[src/hdl/mi4_pkg.sv]
`timescale 1ns / 1ps
// ----------------------------------------------------------------------------
// mi4_pkg
// widths, sequencer states and index helpers for the 4x4 cofactor inverse
// ----------------------------------------------------------------------------
package mi4_pkg;

  // element format: signed, ElemWidth bits with FracBits fraction bits
  localparam int ElemWidth = 15;
  localparam int FracBits  = 10;

  localparam int EW  = ElemWidth;
  localparam int PW  = 2 * EW + 1;            // 2x2 minor
  localparam int CW  = 3 * EW + 1;            // cofactor
  localparam int DW  = 4 * EW + 1;            // determinant
  localparam int MBW = PW;                    // multiplier b operand
  localparam int MPW = EW + MBW;              // multiplier product
  localparam int LW  = CW / 2;                // low half of a cofactor
  localparam int HW  = CW - LW;               // high half of a cofactor
  localparam int QW  = EW + 1;                // quotient bits kept
  localparam int NW  = CW + 2 * FracBits;     // scaled dividend
  localparam int TW  = NW - QW;               // dividend bits above quotient
  localparam int XW  = (TW > DW + 1) ? TW : DW + 1;  // partial remainder
  localparam int DCW = $clog2(QW + 1);

  typedef logic [EW-1:0] elem_t;

  typedef enum logic [6:0] {
    S_IDLE   = 7'b0000001,
    S_COF    = 7'b0000010,
    S_DET    = 7'b0000100,
    S_DMAG   = 7'b0001000,
    S_DIVSET = 7'b0010000,
    S_DIVRUN = 7'b0100000,
    S_EMIT   = 7'b1000000
  } state_e;

  // k-th surviving index once index del is removed
  function automatic logic [1:0] skip_idx(input logic [1:0] k, input logic [1:0] del);
    logic [1:0] r;
    r = (k >= del) ? k + 2'd1 : k;
    return r;
  endfunction

endpackage

[src/hdl/matrix_inverse_4x4_unit.sv]
// order: all 16 cofactors, then the determinant, its magnitude, then one bit-serial
//   division per element to the last result word; a singular matrix skips division
// loads take one word a cycle while idle; from go the input stalls to the last word
// all cofactor and determinant work runs through one 15 x 31 bit multiplier
// reset: async active low, clears the sequencer and output valid; stores undefined
`timescale 1ns / 1ps
// ----------------------------------------------------------------------------
// matrix_inverse_4x4_unit
// 4x4 fixed point inverse by cofactors with one shared multiplier and a
// bit-serial restoring divider
// ----------------------------------------------------------------------------
module matrix_inverse_4x4_unit (
  input  logic                 clk_i,
  input  logic                 rst_ni,
  input  logic                 in_valid_i,
  output logic                 in_stall_o,
  input  logic [3:0]           element_index_i,
  input  logic signed [mi4_pkg::EW-1:0] element_value_i,
  input  logic                 go_i,
  output logic                 out_valid_o,
  input  logic                 out_stall_i,
  output logic [3:0]           result_index_o,
  output logic signed [mi4_pkg::EW-1:0] result_value_o,
  output logic                 invertible_o,
  output logic                 saturated_o,
  output logic                 last_o
);
  import mi4_pkg::*;

  // matrix store column-major {col, row}; cofactor store row-major {row, col}
  logic signed [EW-1:0] mat_q [16];
  logic signed [CW-1:0] cof_q [16];

  state_e state_q, state_d;

  // sequencer counters
  logic [3:0] idx_q;     // cofactor index, determinant row, output index
  logic [1:0] term_q;    // term of the 3x3 expansion
  logic [2:0] micro_q;   // micro step
  logic [DCW-1:0] dcnt_q;

  // datapath
  logic signed [EW-1:0]  opa_q;
  logic signed [MPW-1:0] prod_q;
  logic signed [PW-1:0]  minor_q;
  logic signed [CW-1:0]  acc_q;
  logic signed [DW-1:0]  det_q;
  logic [DW-1:0]         dmag_q;
  logic [XW-1:0]         rem_q;
  logic [QW-1:0]         quo_q;
  logic                  neg_q, ovf_q, sing_q;

  // output word register
  logic                  out_valid_q;
  logic [3:0]            res_idx_q;
  logic [EW-1:0]         res_val_q;
  logic                  res_inv_q, res_sat_q, res_last_q;

  logic in_acc;
  assign in_acc     = in_valid_i && !in_stall_o;
  assign in_stall_o = (state_q != S_IDLE);

  // minor index selection for the current cofactor and term
  logic [1:0] dr, dc, cl, ch, rd_row, rd_col;
  logic [3:0] rd_addr;
  logic signed [EW-1:0] rd_val;

  always_comb begin
    dr = idx_q[3:2];
    dc = idx_q[1:0];
    cl = (term_q == 2'd0) ? 2'd1 : 2'd0;
    ch = (term_q == 2'd2) ? 2'd1 : 2'd2;
    case (micro_q)
      3'd0: begin
        rd_row = skip_idx(2'd1, dr);
        rd_col = skip_idx(cl, dc);
      end
      3'd1: begin
        rd_row = skip_idx(2'd2, dr);
        rd_col = skip_idx(ch, dc);
      end
      3'd2: begin
        rd_row = skip_idx(2'd1, dr);
        rd_col = skip_idx(ch, dc);
      end
      3'd3: begin
        rd_row = skip_idx(2'd2, dr);
        rd_col = skip_idx(cl, dc);
      end
      default: begin
        rd_row = skip_idx(2'd0, dr);
        rd_col = skip_idx(term_q, dc);
      end
    endcase
    // determinant walks the first column
    if (state_q == S_DET) rd_addr = {2'b00, idx_q[1:0]};
    else rd_addr = {rd_col, rd_row};
  end

  assign rd_val = mat_q[rd_addr];

  // one cofactor read port: first column during determinant, else output index
  logic [3:0] cof_addr;
  logic signed [CW-1:0] cof_rd;
  assign cof_addr = (state_q == S_DET) ? {idx_q[1:0], 2'b00} : idx_q;
  assign cof_rd   = cof_q[cof_addr];

  // shared multiplier
  logic signed [MBW-1:0] mul_b;
  logic signed [MPW-1:0] mul_p;

  always_comb begin
    if (state_q == S_DET) begin
      if (micro_q == 3'd1) mul_b = {{(MBW-LW){1'b0}}, cof_rd[LW-1:0]};
      else mul_b = {{(MBW-HW){cof_rd[CW-1]}}, cof_rd[CW-1:LW]};
    end else if (micro_q == 3'd5) begin
      mul_b = minor_q;
    end else begin
      mul_b = {{(MBW-EW){rd_val[EW-1]}}, rd_val};
    end
  end

  assign mul_p = opa_q * mul_b;

  // cofactor accumulation
  logic signed [CW-1:0] prod_c, acc_sum, cof_val;
  assign prod_c  = prod_q[CW-1:0];
  assign acc_sum = ((term_q == 2'd0) ? CW'(0) : acc_q)
                 + ((term_q == 2'd1) ? -prod_c : prod_c);
  assign cof_val = (idx_q[2] ^ idx_q[0]) ? -acc_sum : acc_sum;

  // determinant partial products, sign extended
  logic signed [DW-1:0] prod_ext;
  assign prod_ext = {{(DW-MPW){prod_q[MPW-1]}}, prod_q};

  // divider setup
  logic [CW-1:0] nmag;
  logic [NW-1:0] nscaled;
  logic [TW-1:0] ntop;
  logic          ovf_c;
  assign nmag    = cof_rd[CW-1] ? CW'(-cof_rd) : CW'(cof_rd);
  assign nscaled = {nmag, {(2 * FracBits){1'b0}}};
  assign ntop    = nscaled[NW-1:QW];
  assign ovf_c   = XW'(ntop) >= XW'(dmag_q);

  // one restoring step
  logic [XW-1:0] trial;
  logic          ge;
  assign trial = {rem_q[XW-2:0], quo_q[QW-1]};
  assign ge    = trial >= XW'(dmag_q);

  // final saturation
  logic [QW-1:0] limit, qsat;
  logic          sat_c;
  logic [EW-1:0] val_c;
  assign limit = neg_q ? (QW'(1) << (EW - 1)) : ((QW'(1) << (EW - 1)) - QW'(1));
  assign sat_c = ovf_q || (quo_q > limit);
  assign qsat  = sat_c ? limit : quo_q;
  assign val_c = neg_q ? EW'(-qsat) : EW'(qsat);

  logic out_free;
  assign out_free = !out_valid_q || !out_stall_i;

  // output valid: held while stalled, set when a word is loaded
  logic out_valid_d;
  always_comb begin
    out_valid_d = out_valid_q && out_stall_i;
    if (state_q == S_EMIT && out_free) out_valid_d = 1'b1;
  end

  // sequencer
  always_comb begin
    state_d = state_q;
    case (state_q)
      S_IDLE:   if (in_acc && go_i) state_d = S_COF;
      S_COF:    if (micro_q == 3'd6 && term_q == 2'd2 && idx_q == 4'd15) state_d = S_DET;
      S_DET:    if (micro_q == 3'd3 && idx_q[1:0] == 2'd3) state_d = S_DMAG;
      S_DMAG:   state_d = (det_q == '0) ? S_EMIT : S_DIVSET;
      S_DIVSET: state_d = ovf_c ? S_EMIT : S_DIVRUN;
      S_DIVRUN: if (dcnt_q == DCW'(QW - 1)) state_d = S_EMIT;
      S_EMIT: begin
        if (out_free) state_d = (sing_q || idx_q == 4'd15) ? S_IDLE : S_DIVSET;
      end
      default:  state_d = S_IDLE;
    endcase
  end

  always_ff @(posedge clk_i or negedge rst_ni) begin
    if (!rst_ni) begin
      state_q     <= S_IDLE;
      idx_q       <= '0;
      term_q      <= '0;
      micro_q     <= '0;
      dcnt_q      <= '0;
      sing_q      <= 1'b0;
      out_valid_q <= 1'b0;
    end else begin
      state_q     <= state_d;
      out_valid_q <= out_valid_d;
      case (state_q)
        S_IDLE: begin
          idx_q   <= '0;
          term_q  <= '0;
          micro_q <= '0;
          sing_q  <= 1'b0;
        end
        S_COF: begin
          if (micro_q == 3'd6) begin
            micro_q <= '0;
            if (term_q == 2'd2) begin
              term_q <= '0;
              idx_q  <= idx_q + 4'd1;
            end else begin
              term_q <= term_q + 2'd1;
            end
          end else begin
            micro_q <= micro_q + 3'd1;
          end
        end
        S_DET: begin
          if (micro_q == 3'd3) begin
            micro_q <= '0;
            idx_q   <= (idx_q[1:0] == 2'd3) ? 4'd0 : idx_q + 4'd1;
          end else begin
            micro_q <= micro_q + 3'd1;
          end
        end
        S_DMAG: sing_q <= (det_q == '0);
        S_DIVSET: dcnt_q <= '0;
        S_DIVRUN: dcnt_q <= dcnt_q + DCW'(1);
        S_EMIT: begin
          if (out_free) idx_q <= idx_q + 4'd1;
        end
        default: ;
      endcase
    end
  end

  // datapath and stores, no reset
  always_ff @(posedge clk_i) begin
    if (in_acc) mat_q[element_index_i] <= element_value_i;
    case (state_q)
      S_COF: begin
        case (micro_q)
          3'd0: opa_q <= rd_val;
          3'd1: prod_q <= mul_p;
          3'd2: begin
            minor_q <= prod_q[PW-1:0];
            opa_q   <= rd_val;
          end
          3'd3: prod_q <= mul_p;
          3'd4: begin
            minor_q <= minor_q - prod_q[PW-1:0];
            opa_q   <= rd_val;
          end
          3'd5: prod_q <= mul_p;
          default: begin
            acc_q <= acc_sum;
            if (term_q == 2'd2) cof_q[idx_q] <= cof_val;
            det_q <= '0;
          end
        endcase
      end
      S_DET: begin
        case (micro_q)
          3'd0: opa_q <= rd_val;
          3'd1: prod_q <= mul_p;
          3'd2: begin
            det_q  <= det_q + prod_ext;
            prod_q <= mul_p;
          end
          default: det_q <= det_q + (prod_ext <<< LW);
        endcase
      end
      S_DMAG: dmag_q <= det_q[DW-1] ? DW'(-det_q) : DW'(det_q);
      S_DIVSET: begin
        neg_q <= cof_rd[CW-1] ^ det_q[DW-1];
        ovf_q <= ovf_c;
        rem_q <= XW'(ntop);
        quo_q <= nscaled[QW-1:0];
      end
      S_DIVRUN: begin
        rem_q <= ge ? trial - XW'(dmag_q) : trial;
        quo_q <= {quo_q[QW-2:0], ge};
      end
      S_EMIT: begin
        if (out_free) begin
          if (sing_q) begin
            res_idx_q  <= '0;
            res_val_q  <= '0;
            res_inv_q  <= 1'b0;
            res_sat_q  <= 1'b0;
            res_last_q <= 1'b1;
          end else begin
            res_idx_q  <= idx_q;
            res_val_q  <= val_c;
            res_inv_q  <= 1'b1;
            res_sat_q  <= sat_c;
            res_last_q <= (idx_q == 4'd15);
          end
        end
      end
      default: ;
    endcase
  end

  assign out_valid_o    = out_valid_q;
  assign result_index_o = res_idx_q;
  assign result_value_o = res_val_q;
  assign invertible_o   = res_inv_q;
  assign saturated_o    = res_sat_q;
  assign last_o         = res_last_q;

`ifndef NO_ASSERTIONS
  // a singular word is a lone zero word that closes the run
  a_singular_word: assert property (@(posedge clk_i) disable iff (!rst_ni)
    out_valid_o && !invertible_o |-> last_o && !saturated_o && result_value_o == '0)
    else $error("singular word malformed");

  // go starts the cofactor pass on the next cycle
  a_go_starts: assert property (@(posedge clk_i) disable iff (!rst_ni)
    in_acc && go_i |=> state_q == S_COF)
    else $error("go did not start inversion");

  // the divider only runs against a nonzero divisor
  a_div_nonzero: assert property (@(posedge clk_i) disable iff (!rst_ni)
    state_q == S_DIVSET |-> dmag_q != '0)
    else $error("divide by zero determinant");

  // partial remainder stays below the divisor
  a_rem_bound: assert property (@(posedge clk_i) disable iff (!rst_ni)
    state_q == S_DIVRUN |-> rem_q < XW'(dmag_q))
    else $error("remainder out of range");
`endif

endmodule
[config.mk]
export PLATFORM = sky130hd
export DESIGN_NAME = matrix_inverse_4x4_unit
export DESIGN_NICKNAME = d
export VERILOG_FILES = /design/src/hdl/mi4_pkg.sv /design/src/hdl/matrix_inverse_4x4_unit.sv
export SDC_FILE = /design/constraint.sdc
export NUM_CORES = 2
export LEC_CHECK = 0
export ABC_AREA = 1
export ABC_CLOCK_PERIOD_IN_PS = 14800
export BUFFER_PORTS_ARGS = -buffer_cell sky130_fd_sc_hd__buf_2
export CAP_MARGIN = 25
export CORE_MARGIN = 2
export CORE_UTILIZATION = 40
export DETAILED_ROUTE_END_ITERATION = 10
export HOLD_SLACK_MARGIN = 0.03
export PLACE_DENSITY_LB_ADDON = 0.2
export SLEW_MARGIN = 20
export SYNTH_ARGS = -nofsm -noshare
export SYNTH_HDL_FRONTEND = slang
export SYNTH_SLANG_ARGS = --single-unit
[constraint.sdc]
create_clock -name clk_i -period 14.8 [get_ports clk_i]
set_clock_uncertainty 0.1 [all_clocks]
set_input_delay 0.74 -clock clk_i [delete_from_list [all_inputs] [get_ports clk_i]]
set_output_delay 0.74 -clock clk_i [all_outputs]
set_load 0.02 [all_outputs]
==> impl_metrics.json <==
{
  "status": "finished, final reports clean",
  "setup_viol": 0,
  "synth_top_family_by_area": "simple AND/OR/NAND/NOR gates",
  "clkTransAtPathRegs_ps": 60,
  "rsz0062_at_grt": "no",
  "synth_area_um2": 95470,
  "grt_pass1_vias": 76140,
  "slowest_delay_ps": 850,
  "synth_compound_area_share_pct": 8.238,
  "die-area_um2": 242600,
  "place.gp.congestion": 0.9973,
  "cp-start-kind": "flop",
  "worst_pin_slew_ps": 1121,
  "row_count": 179,
  "synth_fp_nets": 11890,
  "vias": 77530,
  "die_y_um": 492.6,
  "die_w_um": 492.6,
  "crit_type": "reg2reg",
  "cp_slowest_cell": "buf_4",
  "hold_depth": 1,
  "arrival_ps": 12310,
  "synth-seq-cells": 1360,
  "cts_buffers": 155,
  "grt_max_degree": 167,
  "end_kind": "flop",
  "final_nets": 11850,
  "cp_common_cell": "nand2_1",
  "wl_met1_um": 141100,
  "clockBufferDepth": 3,
  "routed.top_layer": "met5",
  "hold_path_class": "in2reg",
  "mostFrequentLayoutCells": "nand2_1, inv_1, edfxtp_1",
  "worst_r2r_path_depth": 36,
  "ys_types": 63,
  "finalCritPeriodShare_pct": 80.06,
  "final_max_slew_viol_count": 0,
  "syn_inst": 10990,
  "antenna_found_initial": 7,
  "grt_use_total_pct": 26.48,
  "cts_tree": "yes",
  "finalCriticalPeriod_ps": 11850,
  "synth_fa_ha_area_share_pct": 14.86,
  "grt-ovfl-total": 0,
  "postSynth.asyncResetShare_pct": 1.691,
  "worstHoldStart": "element_value_i[11]",
  "yosysTopAreaCellShare_pct": 42.05,
  "synthMuxAreaShare_pct": 0.5137,
  "setup_tns_ps": 0,
  "io_pins": 48,
  "r2r_slack_ps": 2950,
  "yosys.area_share.simple_pct": 21.96,
  "met2_length_um": 151100,
  "synth_warnings": 0,
  "yosysSeqAreaShare_pct": 42.66,
  "first_pass_iters": 7,
  "synthToLayoutAreaGrowth_pct": 9.355,
  "wl_per_cell_um": 22.84,
  "clock-sinks": 1360,
  "ys_top_cells_by_area": "edfxtp_1, fa_1, nand2_1",
  "cts-htree-levels": 4,
  "path_max_fanout": 77,
  "drive_above_1_share_pct": 5.079,
  "drt_wl_total_um": 325600,
  "max_freq_mhz": 84.39,
  "drt_iter0_markers": 7280,
  "drc": 0,
  "coreArea_um2": 237600,
  "required_ps": 15260,
  "cts_resized": 0,
  "dpl.hpwl_um": 235500,
  "port_buffers": 47,
  "grt_first_pass_wirelength_um": 485700,
  "maxSlewHeadroom_pct": 25.28,
  "root_buffer": "clkbuf_16",
  "clk_latency_ps": 840,
  "ant_nets": 0,
  "synth_top_cell_by_area": "edfxtp_1",
  "timing.max_cap.violations": 0,
  "hold_viol_final": 0,
  "r2r-start": "state_q[0]",
  "start_util_pct": 40.18,
  "synthXorXnorAreaFrac_pct": 2.953,
  "final_common_cell": "nand2_1",
  "synth_flop_cell": "edfxtp_1",
  "wl_met3_um": 20780,
  "r2r_end": "prod_c[40]",
  "via_per_inst": 5.439,
  "synth.avg_cell_area_um2": 8.686,
  "synth_edf_count": 1337,
  "holdPathEnd": "mat_q[13][11]"
}
==> kinds of logic after synthesis <==
| logic type | Yosys count |
|---|---|
| simple gates | 4879 |
| buf+inv | 2114 |
| compound gates | 1396 |
| flops | 1360 |
| fa+ha+maj | 873 |
| xor+xnor | 321 |
| mux | 49 |
==> registers in the layout, indices dropped and copies added (netlist names), 2 cells and up <==
| register | flops |
|---|---|
| cof_q | 736 |
| mat_q | 240 |
| det_q | 61 |
| dmag_q | 61 |
| rem_q | 61 |
| acc_q | 46 |
| prod_c | 46 |
| minor_q | 31 |
| quo_q | 16 |
| opa_q | 15 |
| result_value_o | 15 |
| state_q | 7 |
| dcnt_q | 5 |
| idx_q | 4 |
| result_index_o | 4 |
| micro_q | 3 |
| term_q | 2 |
==> critical path, delay by kind of cell, from the launching register on <==
kind | cells | cell delay [ps]
AOI/OAI and AO/OA | 6 | 2300
adders and majority gates | 7 | 3340
and+or+nand+nor | 15 | 2910
buffers and inverters | 8 | 2090
DFF | 1 | 560
==> per-stage QoR <==
stage | setup WS (ps) | std cells | hold WS [ps] | util [%] | instance area [um^2]
2_1_floorplan | 6306 | 10990 | 344.4 | - | 95470
3_3_place_gp | 3295 | 13960 | 408.2 | 41.71 | 99100
3_5_place_dp | 3229 | 13960 | 422.0 | 41.74 | 99190
4_1_cts | 3184 | 14250 | 140.9 | 43.92 | 104400
5_1_grt | 2480 | 14250 | 183.4 | 43.94 | 104400
6_report | 2951 | 14250 | 199.4 | 43.94 | 104400
==> timing repair <==
action                                 in CTS  in global routing
hold buffers                                1                  0
buffers inserted                            0                  0
endpoints found under the hold margin      22                  0
==> routing by layer <==
| layer | up-vias | track usage [%] |
|---|---|---|
| met3 | 514 | 3.478 |
| met4 | 4 | 9.684 |
| met2 | 2818 | 43.14 |
| met5 | - | 0 |
| li1 | 36300 | - |
| met1 | 37900 | 36.08 |
==> synth_stat cells (all sizes together), types with 9 or more instances <==
cell type / n
inv: 1738
buf: 234
o21ai: 469
nand3b: 143
a21oi: 566
xnor2: 112
o31ai: 12
a211oi: 9
clkbuf: 137
a221oi: 12
nand3: 1141
ha: 438
o211ai: 109
o21bai: 25
a21boi: 19
nand2: 2301
nor4: 40
xor2: 209
mux2i: 49
or2: 33
fa: 435
nand4: 76
edfxtp: 1337
and3: 9
nor2: 1045
o21a: 34
a31oi: 80
and2: 12
a21o: 30
nor3: 73
dfrtp: 22
==> cell type report <==
cell class	count	area [um^2]
inverter	1743	6550
clock inverter	99	1151
sequential	1360	40730
antenna	3	7.507
fill	23110	133200
clock buffer	185	4013
multi-input combinational	7518	46650
timing repair buffer	179	1344
tap	3167	3963
==> worst max path at each step <==
stage / end / cells past startpoint / from / slack [ps]
2_1_floorplan: prod_c[45] / 41 / term_q[0] / 6310
3_3_place_gp: prod_c[40] / 36 / state_q[0] / 3300
3_5_place_dp: prod_c[40] / 36 / state_q[0] / 3230
4_1_cts: prod_c[40] / 36 / state_q[0] / 3180
5_1_grt: prod_c[40] / 36 / state_q[0] / 2480
6_report: prod_c[40] / 36 / state_q[0] / 2950
Power is left out: the tool's default activity adds up to more than one toggle a clock period on the data nets, which glitch-free logic cannot reach.
